==> src/rtl/tbc_pkg.sv <==
// ----------------------------------------------------------------------------
// tbc_pkg
// shared types, constants and the luma function of the brightness
// centroid unit
// ----------------------------------------------------------------------------
package tbc_pkg;

  // frame geometry and result format
  localparam int MAX_WIDTH  = 4096;
  localparam int MAX_HEIGHT = 4096;
  localparam int FRAC_BITS  = 8;
  localparam int COL_W      = $clog2(MAX_WIDTH);
  localparam int ROW_W      = $clog2(MAX_HEIGHT);

  // field widths
  localparam int CHAN_W  = 8;
  localparam int COUNT_W = 25;
  localparam int SUM_W   = 36;
  localparam int CENT_W  = 20;

  // dividend split: sum << FRAC_BITS, upper part enters the remainder
  localparam int SPLIT      = CENT_W - FRAC_BITS;
  localparam int QIDX_W     = $clog2(CENT_W);

  // luma weights, rounded fixed point
  localparam int LUMA_W     = 22;
  localparam int LUMA_SHIFT = 14;
  localparam logic [LUMA_W-1:0] W_BLUE     = LUMA_W'(1868);
  localparam logic [LUMA_W-1:0] W_GREEN    = LUMA_W'(9617);
  localparam logic [LUMA_W-1:0] W_RED      = LUMA_W'(4899);
  localparam logic [LUMA_W-1:0] LUMA_ROUND = LUMA_W'(8192);

  // queue between front and back
  localparam int QUEUE_DEPTH = 4;
  localparam int QPTR_W      = $clog2(QUEUE_DEPTH);
  localparam int QLEVEL_W    = $clog2(QUEUE_DEPTH + 1);

  // register port
  localparam int ADDR_W = 2;
  localparam int DATA_W = 32;
  localparam logic [ADDR_W-1:0] ADDR_THRESHOLD = ADDR_W'(0);

  typedef struct packed {
    logic [CHAN_W-1:0] blue;
    logic [CHAN_W-1:0] green;
    logic [CHAN_W-1:0] red;
    logic              line_end;
    logic              frame_end;
  } pixel_t;

  typedef struct packed {
    logic               found;
    logic [CENT_W-1:0]  centroid_x;
    logic [CENT_W-1:0]  centroid_y;
    logic [COUNT_W-1:0] bright_count;
  } result_t;

  // accumulated totals of one finished frame
  typedef struct packed {
    logic [COUNT_W-1:0] count;
    logic [SUM_W-1:0]   col_sum;
    logic [SUM_W-1:0]   row_sum;
  } frame_rec_t;

  function automatic logic [CHAN_W-1:0] luma(input pixel_t p);
    logic [LUMA_W-1:0] acc;
    acc = W_BLUE * LUMA_W'(p.blue) + W_GREEN * LUMA_W'(p.green)
        + W_RED * LUMA_W'(p.red) + LUMA_ROUND;
    return acc[LUMA_SHIFT +: CHAN_W];
  endfunction

endpackage

==> src/rtl/tbc_front.sv <==
// ----------------------------------------------------------------------------
// tbc_front
// pixel intake: gray conversion, coordinate tracking, bright accumulation
// ----------------------------------------------------------------------------
module tbc_front (
  input  logic                      clk,
  input  logic                      rst,
  input  logic                      push,
  output logic                      full,
  input  tbc_pkg::pixel_t           pixel,
  input  logic [7:0]                threshold,
  input  logic [tbc_pkg::QLEVEL_W-1:0] q_level,
  output logic                      rec_push,
  output tbc_pkg::frame_rec_t       rec
);
  import tbc_pkg::*;

  localparam logic [COL_W-1:0] COL_MAX = COL_W'(MAX_WIDTH - 1);
  localparam logic [ROW_W-1:0] ROW_MAX = ROW_W'(MAX_HEIGHT - 1);

  logic              accept;
  logic [COL_W-1:0]  col;
  logic [ROW_W-1:0]  row;

  // stage 1: gray value and coordinates of the accepted pixel
  logic              s1_valid;
  logic              s1_fe;
  logic [CHAN_W-1:0] s1_gray;
  logic [COL_W-1:0]  s1_col;
  logic [ROW_W-1:0]  s1_row;

  // accumulators
  logic [COUNT_W-1:0] cnt;
  logic [SUM_W-1:0]   col_sum;
  logic [SUM_W-1:0]   row_sum;

  logic               bright;
  logic [COUNT_W:0]   cnt_add;
  logic [SUM_W:0]     col_add;
  logic [SUM_W:0]     row_add;
  logic [QLEVEL_W:0]  committed;

  // a frame end waiting in stage 1 already owns a queue slot
  assign committed = {1'b0, q_level} + (QLEVEL_W+1)'(s1_valid & s1_fe);
  assign full      = committed >= (QLEVEL_W+1)'(QUEUE_DEPTH);
  assign accept    = push & ~full;

  assign bright  = s1_gray > threshold;
  assign cnt_add = {1'b0, cnt} + (COUNT_W+1)'(1);
  assign col_add = {1'b0, col_sum} + (SUM_W+1)'(s1_col);
  assign row_add = {1'b0, row_sum} + (SUM_W+1)'(s1_row);

  // saturating accumulation of the stage 1 pixel
  always_comb begin
    rec.count   = cnt;
    rec.col_sum = col_sum;
    rec.row_sum = row_sum;
    if (bright) begin
      rec.count   = cnt_add[COUNT_W] ? '1 : cnt_add[COUNT_W-1:0];
      rec.col_sum = col_add[SUM_W] ? '1 : col_add[SUM_W-1:0];
      rec.row_sum = row_add[SUM_W] ? '1 : row_add[SUM_W-1:0];
    end
  end

  assign rec_push = s1_valid & s1_fe;

  always_ff @(posedge clk) begin
    if (accept) begin
      s1_gray <= luma(pixel);
      s1_col  <= col;
      s1_row  <= row;
      s1_fe   <= pixel.frame_end;
    end
  end

  always_ff @(posedge clk) begin
    if (rst) begin
      s1_valid <= 1'b0;
      col      <= '0;
      row      <= '0;
      cnt      <= '0;
      col_sum  <= '0;
      row_sum  <= '0;
    end else begin
      s1_valid <= accept;
      if (accept) begin
        if (pixel.frame_end) begin
          col <= '0;
          row <= '0;
        end else if (pixel.line_end) begin
          col <= '0;
          if (row != ROW_MAX) begin
            row <= row + ROW_W'(1);
          end
        end else if (col != COL_MAX) begin
          col <= col + COL_W'(1);
        end
      end
      if (s1_valid) begin
        if (s1_fe) begin
          cnt     <= '0;
          col_sum <= '0;
          row_sum <= '0;
        end else begin
          cnt     <= rec.count;
          col_sum <= rec.col_sum;
          row_sum <= rec.row_sum;
        end
      end
    end
  end

endmodule

==> src/rtl/tbc_queue.sv <==
// ----------------------------------------------------------------------------
// tbc_queue
// short queue of finished frame totals between front and back
// ----------------------------------------------------------------------------
module tbc_queue (
  input  logic                         clk,
  input  logic                         rst,
  input  logic                         wr,
  input  tbc_pkg::frame_rec_t          wr_data,
  input  logic                         rd,
  output tbc_pkg::frame_rec_t          rd_data,
  output logic                         not_empty,
  output logic [tbc_pkg::QLEVEL_W-1:0] level
);
  import tbc_pkg::*;

  frame_rec_t        slots [QUEUE_DEPTH];
  logic [QPTR_W-1:0] wr_ptr;
  logic [QPTR_W-1:0] rd_ptr;
  logic              do_rd;

  assign not_empty = level != '0;
  assign do_rd     = rd & not_empty;
  assign rd_data   = slots[rd_ptr];

  always_ff @(posedge clk) begin
    if (wr) begin
      slots[wr_ptr] <= wr_data;
    end
  end

  always_ff @(posedge clk) begin
    if (rst) begin
      wr_ptr <= '0;
      rd_ptr <= '0;
      level  <= '0;
    end else begin
      if (wr) begin
        wr_ptr <= (wr_ptr == QPTR_W'(QUEUE_DEPTH - 1)) ? '0 : wr_ptr + QPTR_W'(1);
      end
      if (do_rd) begin
        rd_ptr <= (rd_ptr == QPTR_W'(QUEUE_DEPTH - 1)) ? '0 : rd_ptr + QPTR_W'(1);
      end
      if (wr && !do_rd) begin
        level <= level + QLEVEL_W'(1);
      end else if (!wr && do_rd) begin
        level <= level - QLEVEL_W'(1);
      end
    end
  end

endmodule

==> src/rtl/tbc_back.sv <==
// ----------------------------------------------------------------------------
// tbc_back
// centroid division, one quotient bit per cycle, and the result register
// ----------------------------------------------------------------------------
module tbc_back (
  input  logic                clk,
  input  logic                rst,
  input  logic                q_valid,
  input  tbc_pkg::frame_rec_t q_data,
  output logic                q_pop,
  output logic                empty,
  input  logic                pop,
  output tbc_pkg::result_t    result
);
  import tbc_pkg::*;

  localparam logic [1:0] ST_IDLE = 2'd0;
  localparam logic [1:0] ST_INIT = 2'd1;
  localparam logic [1:0] ST_STEP = 2'd2;
  localparam logic [1:0] ST_HOLD = 2'd3;

  logic [1:0]         state;
  logic               phase;  // 0: column sum, 1: row sum
  logic [QIDX_W-1:0]  idx;

  logic [COUNT_W-1:0] cnt;
  logic [SUM_W-1:0]   col_sum;
  logic [SUM_W-1:0]   row_sum;
  logic [COUNT_W-1:0] rem;
  logic [CENT_W-1:0]  dvd;
  logic [CENT_W-1:0]  quo;
  logic               sat;
  logic [CENT_W-1:0]  cent_x;
  logic [CENT_W-1:0]  cent_y;
  logic               out_valid;

  logic [SUM_W-1:0]   sum_sel;
  logic [COUNT_W:0]   rem_sh;
  logic               ge;
  logic [COUNT_W:0]   rem_next;
  logic [CENT_W-1:0]  quo_next;
  logic [CENT_W-1:0]  cent_val;
  logic               out_load;

  assign sum_sel  = phase ? row_sum : col_sum;
  assign rem_sh   = {rem, dvd[CENT_W-1]};
  assign ge       = rem_sh >= {1'b0, cnt};
  assign rem_next = ge ? rem_sh - {1'b0, cnt} : rem_sh;
  assign quo_next = {quo[CENT_W-2:0], ge};

  always_comb begin
    if (cnt == '0) begin
      cent_val = '0;
    end else if (sat) begin
      cent_val = '1;
    end else begin
      cent_val = quo_next;
    end
  end

  assign q_pop    = (state == ST_IDLE) & q_valid;
  assign out_load = (state == ST_HOLD) & (~out_valid | pop);
  assign empty    = ~out_valid;

  always_ff @(posedge clk) begin
    if (q_pop) begin
      cnt     <= q_data.count;
      col_sum <= q_data.col_sum;
      row_sum <= q_data.row_sum;
    end
    if (state == ST_INIT) begin
      rem <= COUNT_W'(sum_sel[SUM_W-1:SPLIT]);
      dvd <= {sum_sel[SPLIT-1:0], {FRAC_BITS{1'b0}}};
      // quotient overflows the result when sum >= count * 2^SPLIT
      sat <= {1'b0, sum_sel} >= {cnt, {SPLIT{1'b0}}};
      idx <= QIDX_W'(CENT_W - 1);
    end
    if (state == ST_STEP) begin
      rem <= rem_next[COUNT_W-1:0];
      dvd <= {dvd[CENT_W-2:0], 1'b0};
      quo <= quo_next;
      idx <= idx - QIDX_W'(1);
      if (idx == '0) begin
        if (phase) begin
          cent_y <= cent_val;
        end else begin
          cent_x <= cent_val;
        end
      end
    end
    if (out_load) begin
      result.found        <= cnt != '0;
      result.centroid_x   <= cent_x;
      result.centroid_y   <= cent_y;
      result.bright_count <= cnt;
    end
  end

  always_ff @(posedge clk) begin
    if (rst) begin
      state     <= ST_IDLE;
      phase     <= 1'b0;
      out_valid <= 1'b0;
    end else begin
      if (out_load) begin
        out_valid <= 1'b1;
      end else if (pop) begin
        out_valid <= 1'b0;
      end
      case (state)
        ST_IDLE: begin
          if (q_valid) begin
            phase <= 1'b0;
            state <= ST_INIT;
          end
        end
        ST_INIT: begin
          state <= ST_STEP;
        end
        ST_STEP: begin
          if (idx == '0) begin
            if (phase) begin
              state <= ST_HOLD;
            end else begin
              phase <= 1'b1;
              state <= ST_INIT;
            end
          end
        end
        ST_HOLD: begin
          if (out_load) begin
            state <= ST_IDLE;
          end
        end
        default: begin
          state <= ST_IDLE;
        end
      endcase
    end
  end

endmodule

==> src/rtl/thresholded_brightness_centroid_unit.sv <==
// ----------------------------------------------------------------------------
// thresholded_brightness_centroid_unit
// centroid of the bright pixels of a streamed frame
// ----------------------------------------------------------------------------
// Pixels enter one per cycle through push/full, in row order, each with its
// line and frame end marks. Each pixel is turned into a rounded fixed-point
// luma value; a pixel is bright when that value is strictly above the
// bright_threshold register (byte address 0, reset 0). The front keeps the
// bright count and the saturating sums of the bright columns and rows; the
// column stops at 4095 within a row and the row stops at 4095 within a frame.
// The frame end pixel closes the frame: its totals go into a four-entry queue
// and the accumulators clear. The back divides each sum by the count with a
// restoring divider, one quotient bit per cycle, giving 8 fractional bits and
// saturating at 2^20 - 1; an empty frame reports found = 0 and zero centroids.
// One result comes out per frame through empty/pop. Pixel intake sustains one
// transfer per cycle while full is low; each frame result takes the divider
// two 20-step divisions plus setup, so a run of short frames can fill the
// queue and full then holds the input until the divider catches up.
// Configuration writes are expected only while the block is idle.
// ----------------------------------------------------------------------------
module thresholded_brightness_centroid_unit (
  input  logic                       clk,
  input  logic                       rst,
  // pixel input
  input  logic                       push,
  output logic                       full,
  input  tbc_pkg::pixel_t            pixel,
  // frame results
  output logic                       empty,
  input  logic                       pop,
  output tbc_pkg::result_t           result,
  // register port
  input  logic                       psel,
  input  logic                       penable,
  input  logic                       pwrite,
  input  logic [tbc_pkg::ADDR_W-1:0] paddr,
  input  logic [tbc_pkg::DATA_W-1:0] pwdata,
  output logic [tbc_pkg::DATA_W-1:0] prdata,
  output logic                       pready
);
  import tbc_pkg::*;

  // threshold register
  logic [7:0] bright_threshold;

  // front to queue
  logic                rec_push;
  frame_rec_t          rec;

  // queue to back
  frame_rec_t          q_data;
  logic                q_valid;
  logic                q_pop;
  logic [QLEVEL_W-1:0] q_level;

  // register port: no wait states, write in the access phase
  assign pready = 1'b1;

  always_ff @(posedge clk) begin
    if (rst) begin
      bright_threshold <= '0;
    end else if (psel && penable && pwrite && pready && paddr == ADDR_THRESHOLD) begin
      bright_threshold <= pwdata[7:0];
    end
  end

  // reads return the threshold, other addresses read as zero
  assign prdata = (paddr == ADDR_THRESHOLD) ? DATA_W'(bright_threshold) : '0;

  // front: luma, coordinates and bright accumulation
  tbc_front u_front (
    .clk       (clk),
    .rst       (rst),
    .push      (push),
    .full      (full),
    .pixel     (pixel),
    .threshold (bright_threshold),
    .q_level   (q_level),
    .rec_push  (rec_push),
    .rec       (rec)
  );

  // per-frame totals waiting for the divider
  tbc_queue u_queue (
    .clk       (clk),
    .rst       (rst),
    .wr        (rec_push),
    .wr_data   (rec),
    .rd        (q_pop),
    .rd_data   (q_data),
    .not_empty (q_valid),
    .level     (q_level)
  );

  // back: centroid division and result register
  tbc_back u_back (
    .clk     (clk),
    .rst     (rst),
    .q_valid (q_valid),
    .q_data  (q_data),
    .q_pop   (q_pop),
    .empty   (empty),
    .pop     (pop),
    .result  (result)
  );

endmodule

==> config.mk <==
export PLATFORM = sky130hd
export DESIGN_NAME = thresholded_brightness_centroid_unit
export DESIGN_NICKNAME = d
export VERILOG_FILES = /design/src/rtl/tbc_pkg.sv /design/src/rtl/tbc_front.sv /design/src/rtl/tbc_queue.sv /design/src/rtl/tbc_back.sv /design/src/rtl/thresholded_brightness_centroid_unit.sv
export SDC_FILE = /design/constraint.sdc
export NUM_CORES = 1
export LEC_CHECK = 0
export BUFFER_PORTS_ARGS = -buffer_cell sky130_fd_sc_hd__buf_2
export CELL_PAD_IN_SITES_DETAIL_PLACEMENT = 0
export CELL_PAD_IN_SITES_GLOBAL_PLACEMENT = 1
export CORE_ASPECT_RATIO = 1.1
export CORE_MARGIN = 10
export CORE_UTILIZATION = 52
export DETAILED_ROUTE_END_ITERATION = 7
export PLACE_DENSITY_LB_ADDON = 0.1
export SYNTH_ARGS = -nofsm -noshare
export SYNTH_HDL_FRONTEND = slang
export SYNTH_SLANG_ARGS = --single-unit
==> constraint.sdc <==
create_clock -name clk -period 10 [get_ports clk]
set_input_delay 2 -clock clk [delete_from_list [all_inputs] [get_ports clk]]
set_output_delay 2 -clock clk [all_outputs]
set_load 0.005 [all_outputs]
Word-level counts from Yosys, hierarchy flattened
Memory sizes are Yosys's and may differ from the RTL's. A register that Yosys moved wholly into a read port is not among the register bits.
Index checks and enable logic that the tools add are counted.
{"block": "totals", "inputBits": 67, "mem_bits_rw": 388, "n_memories": 1, "regBits": 342, "wordCells": 138}
{"block": "op_classes", "magnitude_cmp": 4, "mul": 3, "n_bitwise": 10, "add_sub_neg": 15, "n_reduce_logical": 26, "muxes": 40, "n_eq_ne": 10}
{"memory": "u_queue.slots", "depth": 4, "word_bits": 97, "read_ports": 1, "rd_ports_with_merged_regs": 1, "write_ports": 1, "line_no": "tbc_queue.sv:17", "source": "frame_rec_t slots [QUEUE_DEPTH];"}
{"op": "$mux W36", "n": 5}
{"op": "$mux W25", "n": 5}
{"op": "$mux W97", "n": 1}
{"op": "$mux W20", "n": 4}
{"op": "$add A36 B12 Y37", "n": 2}
{"op": "$mux W12", "n": 6}
{"op": "$ge A36 B37 Y1", "n": 1}
{"op": "$add A25 B1 Y26 const B", "n": 1}
{"op": "$ge A26 B25 Y1", "n": 1}
{"op": "$logic_not A25 Y1", "n": 1}
{"op": "$reduce_bool A25 Y1", "n": 1}
{"op": "$sub A25 B25 Y25", "n": 1}
{"op": "$add A12 B1 Y12 const B", "n": 2}
{"op": "$ne A12 B12 Y1 const B", "n": 2}
{"op": "$add A19 B22 Y22", "n": 1}
{"op": "$add A22 B14 Y22 const B", "n": 1}
{"op": "$add A22 B21 Y22", "n": 1}
{"op": "$mul A14 B8 Y22 const A", "n": 1}
{"op": "$mul A13 B8 Y21 const A", "n": 1}
{"op": "$mul A9 B8 Y17 const A", "n": 1}
{"op": "$reduce_and A3 Y1", "n": 5}
{"op": "$mux W2", "n": 6}
{"op": "$reduce_bool A2 Y1", "n": 6}
{"op": "$mux W5", "n": 2}
{"op": "other kinds (25)", "n": 50}

Depth between registers and ports, before layout
Gate-level depths: netlist of run 1.
{"block": "depth", "ltp_word": 6, "mapped_depth": 30, "depth_no_buf": 30}

Hierarchy
A second synthesis of run 1 with hierarchy kept.
{"block": "hier_totals", "hier_cells": 3161, "area_unflattened_um2": 41458.5}
{"mod": "tbc_front", "seq_area_each_um2": 3433.3, "cells_per_inst": 1738, "instances": 1, "area_each_um2": 14909.3}
{"mod": "tbc_queue", "seq_area_each_um2": 11831.3, "cells_per_inst": 551, "instances": 1, "area_each_um2": 14423.8}
{"mod": "tbc_back", "seq_area_each_um2": 8037.7, "cells_per_inst": 801, "instances": 1, "area_each_um2": 11499.8}
{"mod": "thresholded_brightness_centroid_unit", "seq_area_each_um2": 160.2, "cells_per_inst": 71, "instances": 1, "area_each_um2": 625.6}

Worst setup path after synthesis of run 1
Ideal clock, no wire load.
{"block": "synth_timing", "kind": "in2reg", "start": "in pixel[23] in the netlist's numbering", "end": "reg u_front.s1_gray[7], data pin", "slack_ns": 1.047, "arrival_ns": 8.693, "path_buffers": 0, "cell_stages": 30, "required_time_ns": 9.740, "cell_sequence": "ha_1 ha_1 inv_1 fa_1 fa_1 inv_1 ha_1 nor3b_1 o21a_1 o21a_1 o21a_1 o21ai_0 nor2b_1 xnor2_1 ha_1 ha_1 fa_1 inv_1 fa_1 fa_1 inv_1 ha_1 nor2b_1 o21ai_0 nand2b_1 or3_1 o211ai_1 nand4b_1 a21oi_1 xnor2_1"}
{"block": "synth_via", "elab_chain_cells": 4}
{"element": "from (decl)", "line_no": "thresholded_brightness_centroid_unit.sv:27", "source": "input tbc_pkg::pixel_t pixel,"}
{"element": "$mul A9 B8 Y17", "line_no": "tbc_pkg.sv:67", "source": "acc = W_BLUE * LUMA_W'(p.blue) + W_GREEN * LUMA_W'(p.green)"}
{"element": "$add A19 B22 Y22", "line_no": "tbc_pkg.sv:67"}
{"element": "$add A22 B21 Y22", "line_no": "tbc_pkg.sv:68", "source": "+ W_RED * LUMA_W'(p.red) + LUMA_ROUND;"}
{"element": "$add A22 B14 Y22", "line_no": "tbc_pkg.sv:68"}
{"element": "to (signal assigned)", "line_no": "tbc_front.sv:69", "source": "s1_gray <= luma(pixel);"}
{"element": "to (decl)", "line_no": "tbc_front.sv:28", "source": "logic [CHAN_W-1:0] s1_gray;"}
No other way between the ends.
A chain may end at the register's enable or synchronous reset.

Worst setup path after layout of run 1
Same ends and word-level chain as after synthesis.

==> results of run 1 <==
## power by group through the flow
stage	Combinational [mW]	Sequential [mW]	Clock (mW)
final	5.23	4.92	3.20
after global routing	5.94	4.96	3.41
after floorplan	4.07	4.82	0
after detailed placement	5.25	4.99	0
after CTS	5.29	4.93	3.26
after global placement	5.17	4.98	0
## cells in the final DEF (no fill, tap or decap), types with 37 or more instances in the layout
cell and n:
mux2i_1 50, xor2_1 52, mux4_2 97, dfxtp_1 137, and3_1 37, o21ai_0 99
fa_1 91, buf_2 118, inv_1 281, a21o_1 41, xnor2_1 71, nor2_1 241
nand2_1 187, a21oi_1 143, nand3_1 60, clkbuf_16 86, ha_1 236, nor3_1 50
edfxtp_1 686
## critical path, delay by kind of cell
family,cells,cell delay (ps)
simple gates,6,1100
buf+inv,5,350
xor+xnor,2,230
fa+ha+maj,11,4330
compound gates,7,1300
## through the flow
step                instance area, sq um  worst slack (ps)  power [mW]
floorplan                          40800              1050        8.89
global placement                   42300               411        10.2
detailed placement                 42300               433        10.2
CTS                                45200              1080        13.5
global route                       45200               652        14.3
finish                             45200              1080        13.3
## worst max-delay path by stage
| stage | from | slack [ps] | cells after the start | end |
|---|---|---|---|---|
| 6_report | pixel[23] | 1080 | 31 | u_front.s1_gray[7] |
| 5_1_grt | pixel[23] | 650 | 31 | u_front.s1_gray[7] |
| 4_1_cts | pixel[23] | 1080 | 31 | u_front.s1_gray[7] |
| 3_5_place_dp | pixel[23] | 430 | 31 | u_front.s1_gray[7] |
| 3_3_place_gp | pixel[23] | 410 | 31 | u_front.s1_gray[7] |
| 2_1_floorplan | pixel[23] | 1050 | 30 | u_front.s1_gray[7] |
## kinds of logic after synthesis
family | count (synthesis) | synth area share [%]
AO/OA/AOI/OAI | 470 | 7.63
flip-flops | 827 | 57.5
XOR/XNOR | 123 | 2.65
buffers and inverters | 415 | 4.16
AND/OR/NAND/NOR | 743 | 8.71
adder cells (fa/ha/maj) | 329 | 11.8
other | 2 | 0.0184
multiplexers | 181 | 7.53
## state kept, by name, indices dropped and copies added (netlist names), 12 cells and up
signal,count
u_front.col,12
u_back.result,66
u_back.rem,25
u_back.quo,19
u_front.s1_row,12
u_front.row_sum,36
u_front.col_sum,36
u_back.dvd,12
u_front.s1_col,12
u_queue.slots,388
u_back.cent_y,20
u_back.cnt,25
u_front.cnt,25
u_back.col_sum,36
u_back.row_sum,36
u_back.cent_x,20
u_front.row,12
## cell type report
cell class / count / area, sq um / area share, %
Clock buffer: 111 / 2310 / 5.10
Clock inverter: 45 / 567 / 1.25
Inverter: 283 / 1070 / 2.36
Multi-Input combinational cell: 1871 / 15800 / 34.9
Sequential cell: 827 / 23400 / 51.8
Tap cell: 1035 / 1290 / 2.87
Timing Repair Buffer: 142 / 771 / 1.71
## per-layer routing
layer | GRT usage (%) | share of wire (%)
met4 | 5.88 | 2.6
met3 | 3.41 | 5.0
met2 | 34.2 | 50
met5 | 0 | 0.013
met1 | 25.7 | 43
==> out/results.ini, run 1 <==
[worst_setup_path]
path_common_cell=ha_1
cp-start-kind=primary input
cp_data_required_time_ps=10380
r2r_end=u_back.rem[1]
path_class=primary input to register
worstPathArrival_ps=9300
r2r_start=u_back.cnt[2]
cp_slowest_cell=fa_1
critical_path.max_stage_delay_ps=550
r2r_slack_ps=6170
endpoint_kind=register
worst-path-max-fanout=6
worstRegToRegCells=12

[power_and_ir_drop]
leakagePower_nw=17.1
p_switching_mw=4.70
pwr-share-seq_pct=36.8
swShare_pct=35.2
internal_power_mw=8.64
combPwrFrac_pct=39.2
power_density_nw_per_um2=295
max-vdd-ir-drop_mv=0.480
clkPwrFrac_pct=24.0

[synth]
synth-seq-area-share_pct=57.5
synth_common_cells=edfxtp_1 (686), inv_1 (282), nor2_1 (243)
synth_cell_types=92
netlist_area_sq_um=40700
ys.warnings.count=0
synth_edf_count=686
syn_avg_cell_area_sq_um=13.2
synth_most_common_cell=edfxtp_1
netlist.area_leader.share_pct=50.6
synth-main-ff-cell=edfxtp_1
syn-instance-count=3090
ys_ff_latch=827
yosys-top-cells-area=edfxtp_1 (51%), ha_1 (7.3%), dfxtp_1 (6.9%)
yosys.area.top_type=edfxtp_1
synthArstFlopShare_pct=0

[global_route]
grt_pass1_vias=25000
overflow=0
grt_pass1_wl_um=141000
grt_usage_pct=19.9
grt_max_degree=79
antenna_found_initial=1

[placement]
place.gp.congestion=0.836
dp.cells=4158
portBuffers=118
dpl.hpwl_um=62700

[min_path]
hold_class=register to register
hold_depth=0
min_from=u_back.cent_y[8]
worst_hold_path.endpoint=u_back.result[33]

[cts]
cts_tree=done
numCtsBuffers=84
ctsLongestPathBuffers=3
cts-htree-levels=3
post_cts_resized=0
cts_sinks=827
cts_root_buf=clkbuf_16
clock_latency_ps=640
hold_buffers=0
path_clk_slew_ps=60
post_cts_buffers=0

[finish]
diodes=0
utilization_pct=58.3
fin_cells=4314
drive_gt1_share_pct=14.1
num-fill-cells=6157
num-nets-final=3605
syn_to_final_growth_pct=11.0

[timing]
slew_viol_final=0
fin_skew_ps=36.5
holdWs_ps=412
tightest_slew_ps=1130
period_needed_ps=8920
finalSetupTns_ps=0
finalHoldViolations=0
fin_crit_sh_pct=89.2
finalSetupViolations=0
fmax_ghz=0.112
rsz0062_at_grt=no
slew_headroom_pct=24.8

[run]
maxCapViolations=0

[status]
status=finished, final reports clean

[die]
placeableCoreArea_sq_um=77500
rows=107
die_w_um=287
die_h_um=314
dieArea_sq_um=89900
initial_core_util_pct=52.5
ios=168

[route]
first_pass_iters=7
antenna_left=0
drc=0
via_per_inst=5.59
wire_per_inst_um=20.7
vias=24100
wirelength_um=89500
drt-initial-drc-count=1693

(Power assumes the default switching activity.)
==> run 2: changes to the inputs <==
--- a/config.mk
+++ b/config.mk
@@ -6,13 +6,14 @@
 export NUM_CORES = 1
 export LEC_CHECK = 0
 export BUFFER_PORTS_ARGS = -buffer_cell sky130_fd_sc_hd__buf_2
+export CAP_MARGIN = 20
 export CELL_PAD_IN_SITES_DETAIL_PLACEMENT = 0
 export CELL_PAD_IN_SITES_GLOBAL_PLACEMENT = 1
 export CORE_ASPECT_RATIO = 1.1
 export CORE_MARGIN = 10
 export CORE_UTILIZATION = 52
 export DETAILED_ROUTE_END_ITERATION = 7
-export PLACE_DENSITY_LB_ADDON = 0.1
+export PLACE_DENSITY = 0.86
 export SYNTH_ARGS = -nofsm -noshare
 export SYNTH_HDL_FRONTEND = slang
 export SYNTH_SLANG_ARGS = --single-unit
==> run 2 against run 1 <==
  * Routed wire length shrank 0.61%
  * Highest routed layer is now met4
  * Maximum frequency shrank 1.1%
  * Combinational power increased by 2%
  * Largest power group unchanged
  * Power is 0.17% higher
==> out/results.ini, run 2 (synthesized netlist as in run 1, its figures left out) <==
[power_and_ir_drop]
internal_power_mw=8.59
pwr-share-seq_pct=36.9
swShare_pct=35.7
power_mw=13.4
clkPwrFrac_pct=23.3
power_density_nw_per_um2=296
max-vdd-ir-drop_mv=0.494
combPwrFrac_pct=39.8
p_switching_mw=4.77
leakagePower_nw=17.1

[finish]
largest_registers=u_queue.slots: 388 flops, u_back.result: 66 flops
final_cell_mix=edfxtp_1 (686), inv_1 (281), nor2_1 (241)
drive_gt1_share_pct=14.0
syn_to_final_growth_pct=10.9
max_flop_register=u_queue.slots
largest_reg_flops=388
num-nets-final=3605
utilization_pct=58.2
final_common_cell=edfxtp_1

[timing]
finalSetupViolations=0
fin_skew_ps=26.4
slew_headroom_pct=26.7
period_needed_ps=9020
fin_crit_sh_pct=90.2
finalHoldViolations=0
rsz0062_at_grt=no
tightest_slew_ps=1100
fmax_ghz=0.111
finalSetupTns_ps=0
slew_viol_final=0
holdWs_ps=418
layout_setup_ws_ps=983

[die]
die_w_um=287
die_h_um=314
ios=168
placeableCoreArea_sq_um=77500
rows=107
dieArea_sq_um=89900
initial_core_util_pct=52.5

[route]
first_pass_iters=5
vias=24700
wire_per_inst_um=20.6
antenna_left=0
drc=0
drt-initial-drc-count=2174
wirelength_um=89000
via_per_inst=5.73

[cts]
ctsLongestPathBuffers=3
clock_latency_ps=640
path_clk_slew_ps=60
post_cts_resized=0
cts_root_buf=clkbuf_16
post_cts_buffers=0
cts-htree-levels=3
cts_sinks=827
cts_tree=done
hold_buffers=0
numCtsBuffers=81

[worst_setup_path]
endpoint_kind=register
path_common_cell=ha_1
r2r_slack_ps=5970
worstRegToRegCells=9
cp-start-kind=primary input
worstPathArrival_ps=9400
cp_data_required_time_ps=10390
r2r_start=u_back.phase
cp_slowest_cell=fa_1
path_class=primary input to register
worst-path-max-fanout=6
r2r_end=u_back.sat
critical_path.max_stage_delay_ps=560

[min_path]
hold_class=register to register
worst_hold_path.endpoint=u_back.result[61]
min_from=u_back.cent_x[16]
hold_depth=0

[global_route]
grt_usage_pct=19.6
overflow=0
grt_max_degree=83
grt_pass1_wl_um=141000
grt_pass1_vias=25600
antenna_found_initial=0

[status]
status=finished, final reports clean

[placement]
portBuffers=118
place.gp.congestion=0.869
dpl.hpwl_um=60600
place_ws_ps=328

[run]
maxCapViolations=0

-- run 2: cell count changes in the layout (fill, tap and decap cells not counted), sizes merged --
cell / before / now
diode: 0 / 1
clkinvlp: 8 / 4
clkbuf: 111 / 103
buf: 142 / 145
inv: 286 / 287
clkinv: 26 / 31
-- run 2: worst max path at each step --
stage	start	slack (ps)	depth (start not counted)	to
after global placement	pixel[23]	440	31	u_front.s1_gray[7]
after floorplan	pixel[23]	1050	30	u_front.s1_gray[7]
after global routing	pixel[23]	500	31	u_front.s1_gray[7]
final	pixel[23]	980	31	u_front.s1_gray[7]
after CTS	pixel[23]	980	31	u_front.s1_gray[7]
after detailed placement	pixel[23]	330	31	u_front.s1_gray[7]
-- run 2: per-stage QoR --
stage,cells,area (sq um)
detailed placement,4159,42300
floorplan,3113,40800
finish,4312,45100
global route,4311,45100
global placement,4159,42300
CTS,4309,45100
-- run 2: power by group through the flow --
stage                     Clock, mW  Sequential [mW]  Combinational [mW]
after floorplan                   0             4.82                4.07
after global placement            0             4.98                5.09
after CTS                      3.17             4.93                5.35
final                          3.11             4.93                5.32
after global routing           3.31             4.97                6.07
after detailed placement          0             5.00                5.28
-- run 2: layout make-up --
class | count | area (sq um)
timing repair buffer | 145 | 818
sequential | 827 | 23400
antenna | 1 | 2.50
clock buffer | 103 | 2190
inverter | 283 | 1070
multi-input combinational | 1871 | 15800
tap | 1035 | 1290
fill | 5950 | 32400
clock inverter | 47 | 578
-- run 2: metal layers --
layer | share of wire [%] | up-vias | global-route usage (%)
li1 | - | 11500 | -
met1 | 41 | 12300 | 24.6
met2 | 51 | 781 | 34.4
met3 | 5.8 | 151 | 2.82
met4 | 2.9 | 0 | 7.02
met5 | 0 | - | 0
-- run 2: worst max-delay path, delay by kind of cell --
| kind | cells | cell delay [ps] |
|---|---|---|
| AO/OA/AOI/OAI | 7 | 1310 |
| XOR/XNOR | 2 | 230 |
| adder cells (fa/ha/maj) | 11 | 4380 |
| buffers and inverters | 5 | 340 |
| AND/OR/NAND/NOR | 6 | 1130 |
